<file path="config.mk">
export PLATFORM = sky130hd
export DESIGN_NAME = equalizer_key_mode_controller_top
export DESIGN_NICKNAME = d
export VERILOG_FILES = /design/src/hw/rtl/eq_kmc_pkg.sv /design/src/hw/rtl/equalizer_key_mode_controller_top.sv
export SDC_FILE = /design/constraint.sdc
export NUM_CORES = 1
export LEC_CHECK = 0
export BUFFER_PORTS_ARGS = -buffer_cell sky130_fd_sc_hd__buf_4
export CORE_UTILIZATION = 48
export CTS_BUF_LIST = sky130_fd_sc_hd__clkbuf_8
export DETAILED_ROUTE_END_ITERATION = 12
export GPL_TIMING_DRIVEN = 0
export HOLD_SLACK_MARGIN = 0.02
export PLACE_DENSITY = 0.66
export SLEW_MARGIN = 20
export SYNTH_ARGS = -nofsm -noshare
export SYNTH_HDL_FRONTEND = slang
export SYNTH_SLANG_ARGS = --single-unit
</file>
<file path="constraint.sdc">
create_clock -name i_clk -period 8.45 [get_ports i_clk]
set_input_delay 1.2675 -clock i_clk [delete_from_list [all_inputs] [get_ports i_clk]]
set_output_delay 1.2675 -clock i_clk [all_outputs]
set_load 0.03 [all_outputs]
</file>
<file path="src/hw/rtl/eq_kmc_pkg.sv">
// types, state codes and helpers of the equalizer key and mode controller
package eq_kmc_pkg;

    // field widths
    localparam int unsigned WAIT_W  = 16;
    localparam int unsigned GAIN_W  = 4;
    localparam int unsigned BAND_W  = 2;
    localparam int unsigned MODE_W  = 4;
    localparam int unsigned CFG_IDX_W = 1;
    localparam int unsigned CFG_DATA_W = 16;
    localparam int unsigned NUM_BANDS = 3;

    // register indexes of the configuration port
    localparam logic [CFG_IDX_W-1:0] CFG_WAIT_TICKS = 1'd0;
    localparam logic [CFG_IDX_W-1:0] CFG_MAX_GAIN   = 1'd1;

    // reset values and band and gain bounds
    localparam logic [WAIT_W-1:0] WAIT_TICKS_RST = 16'd1000;
    localparam logic [GAIN_W-1:0] MAX_GAIN_RST   = 4'd5;
    localparam logic [BAND_W-1:0] BAND_FIRST     = 2'd1;
    localparam logic [BAND_W-1:0] BAND_LAST      = 2'd3;
    localparam logic [GAIN_W-1:0] GAIN_ONE       = 4'd1;

    // mode codes seen on the result word
    localparam logic [MODE_W-1:0] MODE_IDLE      = 4'd0;
    localparam logic [MODE_W-1:0] MODE_LOOP      = 4'd1;
    localparam logic [MODE_W-1:0] MODE_MUTE      = 4'd2;
    localparam logic [MODE_W-1:0] MODE_SUMEQ     = 4'd3;
    localparam logic [MODE_W-1:0] MODE_WAIT_IDLE = 4'd4;
    localparam logic [MODE_W-1:0] MODE_WAIT_LOOP = 4'd5;
    localparam logic [MODE_W-1:0] MODE_WAIT_MUTE = 4'd6;
    localparam logic [MODE_W-1:0] MODE_WAIT_SUM  = 4'd7;
    localparam logic [MODE_W-1:0] MODE_BAND_UP   = 4'd8;
    localparam logic [MODE_W-1:0] MODE_BAND_DN   = 4'd9;
    localparam logic [MODE_W-1:0] MODE_GAIN_UP   = 4'd10;
    localparam logic [MODE_W-1:0] MODE_GAIN_DN   = 4'd11;

    // controller states, one-hot
    typedef enum logic [11:0] {
        S_IDLE      = 12'b0000_0000_0001,
        S_LOOP      = 12'b0000_0000_0010,
        S_MUTE      = 12'b0000_0000_0100,
        S_SUMEQ     = 12'b0000_0000_1000,
        S_WAIT_IDLE = 12'b0000_0001_0000,
        S_WAIT_LOOP = 12'b0000_0010_0000,
        S_WAIT_MUTE = 12'b0000_0100_0000,
        S_WAIT_SUM  = 12'b0000_1000_0000,
        S_BAND_UP   = 12'b0001_0000_0000,
        S_BAND_DN   = 12'b0010_0000_0000,
        S_GAIN_UP   = 12'b0100_0000_0000,
        S_GAIN_DN   = 12'b1000_0000_0000
    } t_state;

    // one result word
    typedef struct packed {
        logic [BAND_W-1:0] band_sel;
        logic [GAIN_W-1:0] gain_low;
        logic [GAIN_W-1:0] gain_mid;
        logic [GAIN_W-1:0] gain_high;
        logic [MODE_W-1:0] mode;
        logic              display_update;
    } t_result;

    // state to mode code
    function automatic logic [MODE_W-1:0] state_to_mode(input t_state st);
        logic [MODE_W-1:0] m;
        case (st)
            S_IDLE:      m = MODE_IDLE;
            S_LOOP:      m = MODE_LOOP;
            S_MUTE:      m = MODE_MUTE;
            S_SUMEQ:     m = MODE_SUMEQ;
            S_WAIT_IDLE: m = MODE_WAIT_IDLE;
            S_WAIT_LOOP: m = MODE_WAIT_LOOP;
            S_WAIT_MUTE: m = MODE_WAIT_MUTE;
            S_WAIT_SUM:  m = MODE_WAIT_SUM;
            S_BAND_UP:   m = MODE_BAND_UP;
            S_BAND_DN:   m = MODE_BAND_DN;
            S_GAIN_UP:   m = MODE_GAIN_UP;
            S_GAIN_DN:   m = MODE_GAIN_DN;
            default:     m = MODE_IDLE;
        endcase
        return m;
    endfunction

endpackage

</file>
<file path="src/hw/rtl/equalizer_key_mode_controller_top.sv">
// top level of the equalizer key and mode controller
//
//  channel   direction  handshake               payload
//  in        input      i_in_valid / o_in_stall  six active-low key levels
//  out       output     o_out_valid / i_out_stall band, three gains, mode, display_update
//  cfg       input      i_cfg_valid / o_cfg_ready index, data (wait_ticks, max_gain)
//
// one word per cycle while o_in_stall is low: the state update is one pass of compare,
// increment and wrap logic, and the result is registered in the result register, or in
// the skid register while the result register is held; this two-entry output stage keeps input
// flowing while one result waits; o_in_stall rises only when both are full
// reset is synchronous, active low, and needs no clearing pass
module equalizer_key_mode_controller_top (
    input  logic                                 i_clk,
    input  logic                                 i_rst_n,
    // key words
    input  logic                                 i_in_valid,
    output logic                                 o_in_stall,
    input  logic                                 i_gain_up_key,
    input  logic                                 i_gain_down_key,
    input  logic                                 i_band_up_key,
    input  logic                                 i_band_down_key,
    input  logic                                 i_loop_key,
    input  logic                                 i_mute_key,
    // result words
    output logic                                 o_out_valid,
    input  logic                                 i_out_stall,
    output logic [eq_kmc_pkg::BAND_W-1:0]        o_band_sel,
    output logic [eq_kmc_pkg::GAIN_W-1:0]        o_gain_low,
    output logic [eq_kmc_pkg::GAIN_W-1:0]        o_gain_mid,
    output logic [eq_kmc_pkg::GAIN_W-1:0]        o_gain_high,
    output logic [eq_kmc_pkg::MODE_W-1:0]        o_mode,
    output logic                                 o_display_update,
    // configuration writes
    input  logic                                 i_cfg_valid,
    output logic                                 o_cfg_ready,
    input  logic [eq_kmc_pkg::CFG_IDX_W-1:0]     i_cfg_index,
    input  logic [eq_kmc_pkg::CFG_DATA_W-1:0]    i_cfg_data
);

    // configuration registers
    logic [eq_kmc_pkg::WAIT_W-1:0] r_wait_ticks;
    logic [eq_kmc_pkg::GAIN_W-1:0] r_max_gain;

    // controller state
    eq_kmc_pkg::t_state            r_state, n_state;
    logic [eq_kmc_pkg::WAIT_W-1:0] r_wait_cnt, n_wait_cnt;
    logic [eq_kmc_pkg::BAND_W-1:0] r_band, n_band;
    logic [eq_kmc_pkg::GAIN_W-1:0] r_gain [eq_kmc_pkg::NUM_BANDS];
    logic [eq_kmc_pkg::GAIN_W-1:0] n_gain [eq_kmc_pkg::NUM_BANDS];

    // output stage
    eq_kmc_pkg::t_result           r_out, r_skid, n_result;
    logic                          r_out_valid, r_skid_valid;

    logic                          accept, taken;
    logic                          k1, k2, k3, k4, k5, k6;
    logic                          disp;
    logic [eq_kmc_pkg::GAIN_W-1:0] eff_max, cur_gain, gain_next;
    logic [eq_kmc_pkg::GAIN_W:0]   gain_inc;
    logic [eq_kmc_pkg::WAIT_W-1:0] wait_inc;
    logic                          wait_done;
    logic [1:0]                    band_idx;

    // handshakes
    assign o_cfg_ready = 1'b1;
    assign o_in_stall  = r_skid_valid;
    assign accept      = i_in_valid & ~r_skid_valid;
    assign taken       = r_out_valid & ~i_out_stall;

    // configuration writes
    always_ff @(posedge i_clk) begin
        if (!i_rst_n) begin
            r_wait_ticks <= eq_kmc_pkg::WAIT_TICKS_RST;
            r_max_gain   <= eq_kmc_pkg::MAX_GAIN_RST;
        end else if (i_cfg_valid && o_cfg_ready) begin
            case (i_cfg_index)
                eq_kmc_pkg::CFG_WAIT_TICKS: r_wait_ticks <= i_cfg_data;
                eq_kmc_pkg::CFG_MAX_GAIN:
                    r_max_gain <= i_cfg_data[eq_kmc_pkg::GAIN_W-1:0];
                default: ;
            endcase
        end
    end

    // key decode, pressed is low
    assign k1 = ~i_gain_up_key;
    assign k2 = ~i_gain_down_key;
    assign k3 = ~i_band_up_key;
    assign k4 = ~i_band_down_key;
    assign k5 = ~i_loop_key;
    assign k6 = ~i_mute_key;

    // gain step helpers for the selected band
    assign eff_max   = (r_max_gain == '0) ? eq_kmc_pkg::GAIN_ONE : r_max_gain;
    assign band_idx  = r_band - 2'd1;
    assign cur_gain  = r_gain[band_idx];
    assign gain_inc  = {1'b0, cur_gain} + 5'd1;
    assign wait_inc  = r_wait_cnt + 16'd1;
    assign wait_done = (wait_inc >= r_wait_ticks);

    // next state for one key word
    always_comb begin
        n_state    = r_state;
        n_wait_cnt = r_wait_cnt;
        n_band     = r_band;
        n_gain     = r_gain;
        disp       = 1'b0;
        gain_next  = cur_gain;
        case (r_state)
            eq_kmc_pkg::S_IDLE: begin
                if (k2)      n_state = eq_kmc_pkg::S_GAIN_DN;
                else if (k4) n_state = eq_kmc_pkg::S_BAND_DN;
                else if (k5) n_state = eq_kmc_pkg::S_WAIT_LOOP;
                else if (k6) n_state = eq_kmc_pkg::S_WAIT_MUTE;
                else if (k1) n_state = eq_kmc_pkg::S_GAIN_UP;
                else if (k3) n_state = eq_kmc_pkg::S_BAND_UP;
            end
            eq_kmc_pkg::S_BAND_UP: begin
                n_band  = (r_band >= eq_kmc_pkg::BAND_LAST) ? eq_kmc_pkg::BAND_FIRST
                                                             : r_band + 2'd1;
                disp    = 1'b1;
                n_state = eq_kmc_pkg::S_WAIT_IDLE;
            end
            eq_kmc_pkg::S_BAND_DN: begin
                n_band  = (r_band <= eq_kmc_pkg::BAND_FIRST) ? eq_kmc_pkg::BAND_LAST
                                                              : r_band - 2'd1;
                disp    = 1'b1;
                n_state = eq_kmc_pkg::S_WAIT_IDLE;
            end
            eq_kmc_pkg::S_GAIN_UP: begin
                gain_next = (gain_inc > {1'b0, eff_max}) ? eq_kmc_pkg::GAIN_ONE
                                                          : gain_inc[eq_kmc_pkg::GAIN_W-1:0];
                n_gain[band_idx] = gain_next;
                disp    = 1'b1;
                n_state = eq_kmc_pkg::S_WAIT_IDLE;
            end
            eq_kmc_pkg::S_GAIN_DN: begin
                gain_next = (cur_gain <= eq_kmc_pkg::GAIN_ONE) ? eff_max
                                                               : cur_gain - 4'd1;
                n_gain[band_idx] = gain_next;
                disp    = 1'b1;
                n_state = eq_kmc_pkg::S_WAIT_IDLE;
            end
            eq_kmc_pkg::S_WAIT_IDLE, eq_kmc_pkg::S_WAIT_LOOP,
            eq_kmc_pkg::S_WAIT_MUTE, eq_kmc_pkg::S_WAIT_SUM: begin
                n_wait_cnt = wait_inc;
                if (wait_done) begin
                    n_wait_cnt = '0;
                    case (r_state)
                        eq_kmc_pkg::S_WAIT_LOOP: n_state = eq_kmc_pkg::S_LOOP;
                        eq_kmc_pkg::S_WAIT_MUTE: n_state = eq_kmc_pkg::S_MUTE;
                        eq_kmc_pkg::S_WAIT_SUM:  n_state = eq_kmc_pkg::S_SUMEQ;
                        default:                 n_state = eq_kmc_pkg::S_IDLE;
                    endcase
                end
            end
            eq_kmc_pkg::S_LOOP: begin
                if (k5)      n_state = eq_kmc_pkg::S_WAIT_IDLE;
                else if (k6) n_state = eq_kmc_pkg::S_WAIT_MUTE;
                else if (k1) n_state = eq_kmc_pkg::S_WAIT_SUM;
            end
            eq_kmc_pkg::S_MUTE, eq_kmc_pkg::S_SUMEQ: begin
                if (k5) n_state = eq_kmc_pkg::S_WAIT_IDLE;
            end
            default: n_state = eq_kmc_pkg::S_IDLE;
        endcase
    end

    // result word after this key word
    always_comb begin
        n_result.band_sel       = n_band;
        n_result.gain_low       = n_gain[0];
        n_result.gain_mid       = n_gain[1];
        n_result.gain_high      = n_gain[2];
        n_result.mode           = eq_kmc_pkg::state_to_mode(n_state);
        n_result.display_update = disp;
    end

    // controller state update on each accepted word
    always_ff @(posedge i_clk) begin
        if (!i_rst_n) begin
            r_state    <= eq_kmc_pkg::S_IDLE;
            r_wait_cnt <= '0;
            r_band     <= eq_kmc_pkg::BAND_FIRST;
            r_gain[0]  <= eq_kmc_pkg::GAIN_ONE;
            r_gain[1]  <= eq_kmc_pkg::GAIN_ONE;
            r_gain[2]  <= eq_kmc_pkg::GAIN_ONE;
        end else if (accept) begin
            r_state    <= n_state;
            r_wait_cnt <= n_wait_cnt;
            r_band     <= n_band;
            r_gain     <= n_gain;
        end
    end

    // output register with skid entry, control
    always_ff @(posedge i_clk) begin
        if (!i_rst_n) begin
            r_out_valid  <= 1'b0;
            r_skid_valid <= 1'b0;
        end else if (!r_out_valid || taken) begin
            r_out_valid  <= r_skid_valid | accept;
            r_skid_valid <= 1'b0;
        end else if (accept) begin
            r_skid_valid <= 1'b1;
        end
    end

    // output register with skid entry, payload
    always_ff @(posedge i_clk) begin
        if (!r_out_valid || taken) begin
            r_out <= r_skid_valid ? r_skid : n_result;
        end else if (accept) begin
            r_skid <= n_result;
        end
    end

    // result ports
    assign o_out_valid      = r_out_valid;
    assign o_band_sel       = r_out.band_sel;
    assign o_gain_low       = r_out.gain_low;
    assign o_gain_mid       = r_out.gain_mid;
    assign o_gain_high      = r_out.gain_high;
    assign o_mode           = r_out.mode;
    assign o_display_update = r_out.display_update;

endmodule
</file>
Word-level counts from Yosys, hierarchy flattened:

Index checks and enable logic that the tools add are counted.

* memories: 0
* logic and storage cells: 109
* bits in latches: 0
* register bits after elaboration: 102
* memory bits (writable): 0
* ROM bits: 0

* $add $sub $neg: 5
* multipliers: 0
* reductions and logical operators: 12
* bitwise operators: 9
* divide/modulo/power cells: 0
* muxes and demuxes: 31
* magnitude comparators: 7
* equal/unequal tests: 23
* shift-type cells: 0

Operators with widths (number)
* 2-to-1 mux 12 bit: 11
* case mux 12 bit (5 select lines): 1
* case mux 4 bit (11 select lines): 1
* bitwise mux 12 bit: 2
* == test 12 x 10 -> 1 bit, second input constant: 2
* == test 12 x 11 -> 1 bit, second input constant: 2
* == test 12 bit, second input constant: 2
* == test 12 x 2 -> 1 bit, second input constant: 2
* == test 12 x 3 -> 1 bit, second input constant: 2
* == test 12 x 4 -> 1 bit, second input constant: 2
* == test 12 x 5 -> 1 bit, second input constant: 2
* == test 12 x 6 -> 1 bit, second input constant: 2
* == test 12 x 7 -> 1 bit, second input constant: 2
* == test 12 x 8 -> 1 bit, second input constant: 2
* == test 12 x 9 -> 1 bit, second input constant: 2
* 2-to-1 mux 4 bit: 6
* case mux 12 bit (2 select lines): 1
* 2-to-1 mux 19 bit: 1
* adder 16 x 1 -> 16 bit, second input constant: 1
* >= comparator 16 bit: 1
* 2-to-1 mux 16 bit: 1
* == test 12 x 1 -> 1 bit, second input constant: 1
* case mux 4 bit (3 select lines): 1
* binary-select mux 4 bit (select 2 bit): 1
* 25 further kinds: 36

Depth between registers and ports, before layout:

* depth after elaboration: 11
* depth in mapped cells: 18
* gate-level depth less buffers: 15

Worst setup path before layout:

Ideal clock, no wire load.

* path type: reg-to-reg
* start point: register r_band[0] (netlist bit)
* end point: register r_out (netlist bit o_gain_high[1]) (data pin)
* period minus slack after synthesis: 4.186 ns
* library setup time: 0.261 ns
* arrival time: 3.925 ns
* data required time: 8.189 ns
* stages on the path, launching flop included: 18
* setup slack: 4.264 ns
* path buffers: 2
* path through: dfxtp_1 > buf_2 > inv_1 > ha_1 > buf_6 > mux2_2 > a22oi_1 > inv_1 > ha_1 > xor2_1 > inv_1 > ha_1 > and2_1 > o21ai_0 > a32oi_1 > nor3b_4 > a22o_1 > a221o_1

* word-level cells in the longest chain between the ends: 11

RTL lines
* start: declaration: line equalizer_key_mode_controller_top.sv:48 `logic [eq_kmc_pkg::BAND_W-1:0] r_band, n_band;`
* start signal: assignment: line equalizer_key_mode_controller_top.sv:185 `r_band <= eq_kmc_pkg::BAND_FIRST;`
* start signal: assignment: line equalizer_key_mode_controller_top.sv:192 `r_band <= n_band;`
* subtractor 2 x 1 -> 2 bit *: line equalizer_key_mode_controller_top.sv:96 `assign band_idx = r_band - 2'd1;`
* inverter 2 -> 3 bit (not written as such) *: line equalizer_key_mode_controller_top.sv:97, equalizer_key_mode_controller_top.sv:134, equalizer_key_mode_controller_top.sv:141
* binary-select mux 4 bit (select 2 bit): line equalizer_key_mode_controller_top.sv:97 `assign cur_gain = r_gain[band_idx];`
* 2-to-1 mux 4 bit (not written as such) (2 in a row): line equalizer_key_mode_controller_top.sv:97
* adder 4 x 1 -> 5 bit: line equalizer_key_mode_controller_top.sv:98 `assign gain_inc = {1'b0, cur_gain} + 5'd1;`
* > comparator 5 x 4 -> 1 bit: line equalizer_key_mode_controller_top.sv:132 `gain_next = (gain_inc > {1'b0, eff_max}) ? eq_kmc_pkg::GAIN_ONE`
* 2-to-1 mux 4 bit: line equalizer_key_mode_controller_top.sv:132
* bitwise mux 12 bit: line equalizer_key_mode_controller_top.sv:134 `n_gain[band_idx] = gain_next;`
* case mux 12 bit (2 select lines) *: line equalizer_key_mode_controller_top.sv:110 `case (r_state)`
* 2-to-1 mux 19 bit *: line equalizer_key_mode_controller_top.sv:213 `r_out <= r_skid_valid ? r_skid : n_result;`
* end signal: assignment: line equalizer_key_mode_controller_top.sv:213
* end: declaration: line equalizer_key_mode_controller_top.sv:53 `eq_kmc_pkg::t_result r_out, r_skid, n_result;`

Mark *: on every way between the ends. The rest lies on a longest branch, timed or not. The select of a mux whose other input is x is not followed.
A chain may end at the register's enable or synchronous reset.

==> results list <==
* Run status: finished, final reports clean
* Cell area after synthesis: 6230 um2
- Sequential cell area: 2422 um2
- After synthesis, the netlist uses 90 different library cells.
- CP Launch Type: flip-flop
* Number of enable-type register cells in the synthesized netlist: 38
- Most common library cell in the layout ignoring fill and taps: sky130_fd_sc_hd__nand2_1
- Full die area: 13440 um2
- Clock root buffer: sky130_fd_sc_hd__clkbuf_8
* Per-instance average area after synthesis: 8.900 um2
- Switching pwr: 0.0003029 W
- Counting every instance in the synthesized netlist gives 700.
* H-tree levels: 3
- Buffer depth of the longest clock path: 2
- The final layout contains routed wiring with a total length of 16110 um.
- During synthesis, Yosys emitted a total of 0 warnings.
* Commonest non-fill, non-tap cells in the layout: sky130_fd_sc_hd__nand2_1, sky130_fd_sc_hd__dfxtp_1, sky130_fd_sc_hd__a21oi_1, sky130_fd_sc_hd__buf_4, sky130_fd_sc_hd__inv_1
* Hold crit path type: flip-flop to flip-flop
* Aggregate negative setup slack: 0 ns
* Pin count of the biggest net entering global routing: 23
* Final hold slack: 0.4625 ns
- VDD sags by at most 0.09240 mV.
- The number of pins with negative max-slew slack in the final report came to 0.
- In this run the tool buffered the top-level ports with 46 buffer cells.
- TritonCTS clock tree: yes
- Counting flops and latches in the post-synthesis netlist gives 102.
- For the pin with the worst max-slew slack, the measured transition is 0.9645 ns.
- Summed over all layers, the global routing overflow is 0.
* Max Freq: 193.5 MHz
- On the final layout, the worst clock skew is 0.01208 ns.
* Area growth from synthesis to final layout: 12.97%
- Global router's overall resource usage: 25.50%
- Once the clock tree was built, the resizer swapped 0 gates to a different size.
- Sequential share of the synthesized area: 38.88%
- Post-detailed-route DRC marker count: 0
- The first detailed-routing pass took 7 iterations.
- In this run, flip-flops and latches consume 50.5% of the power.
- Antenna diode count: 0
* Final ANT Viol Nets: 0
* Crit Path Class: flip-flop to flip-flop
- Internal power: 0.0007579 W
- Dominant cell type by area after synthesis: sky130_fd_sc_hd__dfxtp_1
- After detailed placement, the total cell area comes to 6804 um2.
- Die boundary width: 115.9 um
* Antenna violations before repair: 0
* Mean number of vias per cell: 5.814
- Summing over every cut layer, the via total after detailed routing is 5436.
- For the worst setup path, the data arrival time is 5.30 ns.
* Total nets after synthesis: 758
* Filler cell count in the final layout: 1204
- Area of all placed cells without fillers: 7038 um2
- Of all nets on the critical path, the largest fanout is 10.
- Endpoints failing hold: 0
- At the later pin of the worst-skew pair, clock insertion delay measures 0.39 ns.
- The share of total power dissipated in combinational logic is 15.3%.
- Final Util: 55.77%
* Iteration-0 DRC Markers: 319
* Hpwl dp: 12230 um
- The via count of the first global-routing pass came to 4988.
- Clock group share of total power: 34.1%
* Starting density of the core: 49.37%
- Fin crit share: 61.15%
- Setup Fix Bufs, Post-CTS: 0
- Final critical-path required period: 5.167 ns
- Worst relative slew slack: 35.54%
* Multi-input gate area in the final layout: 3460 um2
* Kind of capture point of the worst setup path: flip-flop
* Clock Sinks: 102
- Overall die height: 115.9 um
- Of the cells placed in the final design, the portion with a size suffix greater than 1 is 15.73%.
- Clk slew on worst S/H paths: 0.11 ns
* Unrepaired setup endpoints after global routing: false
* Required time of the worst setup path: 8.58 ns
- Setup Viol. Count Final: 0
- Primary FF master, synth: sky130_fd_sc_hd__dfxtp_1
* Switching power as a share of total power: 28.55%
- The tool flagged a number of max-cap violations equal to 0.
- Post-cts hold buffer count: 0
- Avg WL per Cell: 17.23 um
- Placeable core region: 12620 um2
- Number of rows created at floorplan: 41
* Proportion of register bits with asynchronous set or reset after synthesis: 0%
- At the end of routability-driven placement, the weighted congestion stood at 0.9356.
- The first global-routing pass estimated 26070 um of wire.
- In this run the biggest area consumer among cell types represents 20.57% of the synthesized area.
- In the final design database the tool counted 816 nets.
* Power Dens Cells: 150.7 nW/um2
- Cts bufs inserted: 9
* Number of I/O pins: 50
* Cell leakage power: 2.723 nW
* Top cells by area in the synthesized netlist: sky130_fd_sc_hd__dfxtp_1, sky130_fd_sc_hd__edfxtp_1, sky130_fd_sc_hd__ha_1
==> power groups by stage <==
stage	Combinational, W	Clock [W]	Sequential, W
floorplan	0.0000912	0	0.000563
global placement	0.000158	0	0.000547
detailed placement	0.000161	0	0.000548
CTS	0.000162	0.000367	0.000536
global route	0.000179	0.000385	0.000539
finish	0.000163	0.000362	0.000536
==> worst max-delay path, stage by stage (launching register included) <==
cell and delay [ns]:
sky130_fd_sc_hd__dfxtp_1 0.43, sky130_fd_sc_hd__buf_2 0.32, sky130_fd_sc_hd__inv_1 0.11, sky130_fd_sc_hd__ha_1 0.31, sky130_fd_sc_hd__buf_6 0.14, sky130_fd_sc_hd__mux2_2 0.34, sky130_fd_sc_hd__a22oi_1 0.45, sky130_fd_sc_hd__inv_1 0.11
sky130_fd_sc_hd__ha_1 0.24, sky130_fd_sc_hd__xor2_1 0.39, sky130_fd_sc_hd__inv_1 0.11, sky130_fd_sc_hd__ha_1 0.28, sky130_fd_sc_hd__and2_1 0.15, sky130_fd_sc_hd__o21ai_0 0.14, sky130_fd_sc_hd__a32oi_1 0.52, sky130_fd_sc_hd__nor3b_4 0.12
sky130_fd_sc_hd__a22oi_1 0.61, sky130_fd_sc_hd__o21ai_1 0.12
==> sequential cells by signal (all words and copies together), names as in the netlist, 12 cells and up <==
name,count
r_wait_ticks,16
r_skid,19
r_state,12
r_gain,12
r_wait_cnt,16
==> path summary, 6_finish.rpt <==
check,from,to,slack [ns],cells after the start
worst max-delay path,r_band[0],r_skid[10],3.28,17
worst min-delay path,r_wait_ticks[4],r_wait_ticks[4],0.46,2
worst max register to register,r_band[0],r_skid[10],3.28,17
worst min register to register,r_wait_ticks[4],r_wait_ticks[4],0.46,2
==> cells by family (layout without fill, tap and decap cells) <==
kind of cell	Yosys count	after routing	share of synthesized area (%)
other	1	1	0.06020
adder cells (fa/ha/maj)	30	30	6.025
XOR/XNOR	21	21	2.952
AO/OA/AOI/OAI	183	183	20.71
buffers and inverters	85	148	5.623
multiplexers	11	11	2.069
flip-flops	102	102	38.88
AND/OR/NAND/NOR	267	267	23.68
==> final cells by class <==
cell class,count,area share [%]
Tap cell,172,3.058
Timing Repair Buffer,47,5.067
Buffer,42,2.684
Clock buffer,9,1.760
Clock inverter,7,1.564
Sequential cell,102,34.42
Multi-Input combinational cell,513,49.16
Inverter,43,2.293
==> Yosys cell counts, types with 7 or more instances <==
| cell type | number |
|---|---|
| sky130_fd_sc_hd__nor3_1 | 13 |
| sky130_fd_sc_hd__clkbuf_1 | 25 |
| sky130_fd_sc_hd__edfxtp_1 | 38 |
| sky130_fd_sc_hd__dfxtp_1 | 64 |
| sky130_fd_sc_hd__or3_1 | 7 |
| sky130_fd_sc_hd__nor2_1 | 26 |
| sky130_fd_sc_hd__ha_1 | 30 |
| sky130_fd_sc_hd__nand3_1 | 30 |
| sky130_fd_sc_hd__xor2_1 | 8 |
| sky130_fd_sc_hd__xnor2_1 | 13 |
| sky130_fd_sc_hd__o21ai_1 | 7 |
| sky130_fd_sc_hd__nor2b_1 | 14 |
| sky130_fd_sc_hd__nand4_1 | 18 |
| sky130_fd_sc_hd__a21oi_1 | 47 |
| sky130_fd_sc_hd__o22ai_1 | 11 |
| sky130_fd_sc_hd__inv_1 | 43 |
| sky130_fd_sc_hd__o21ai_0 | 28 |
| sky130_fd_sc_hd__buf_2 | 9 |
| sky130_fd_sc_hd__o211ai_1 | 13 |
| sky130_fd_sc_hd__nand2_1 | 98 |
==> per-layer routing <==
| layer | track usage [%] | vias to the layer above | wire, um |
|---|---|---|---|
| met5 | 0 | - | 0 |
| met2 | 41.19 | 166 | 7481 |
| met4 | 10.09 | 0 | 370 |
| li1 | - | 2687 | - |
| met1 | 34.48 | 2554 | 7541 |
| met3 | 3.504 | 29 | 721 |
==> per-stage QoR <==
stage	total power, W	instances	worst slack (ns)
global route	0.001102	935	2.920
detailed placement	0.0007093	919	3.399
floorplan	0.0006543	700	4.264
finish	0.001061	935	3.283
CTS	0.001066	935	3.388
global placement	0.0007057	918	3.516
(Power assumes the default switching activity.)
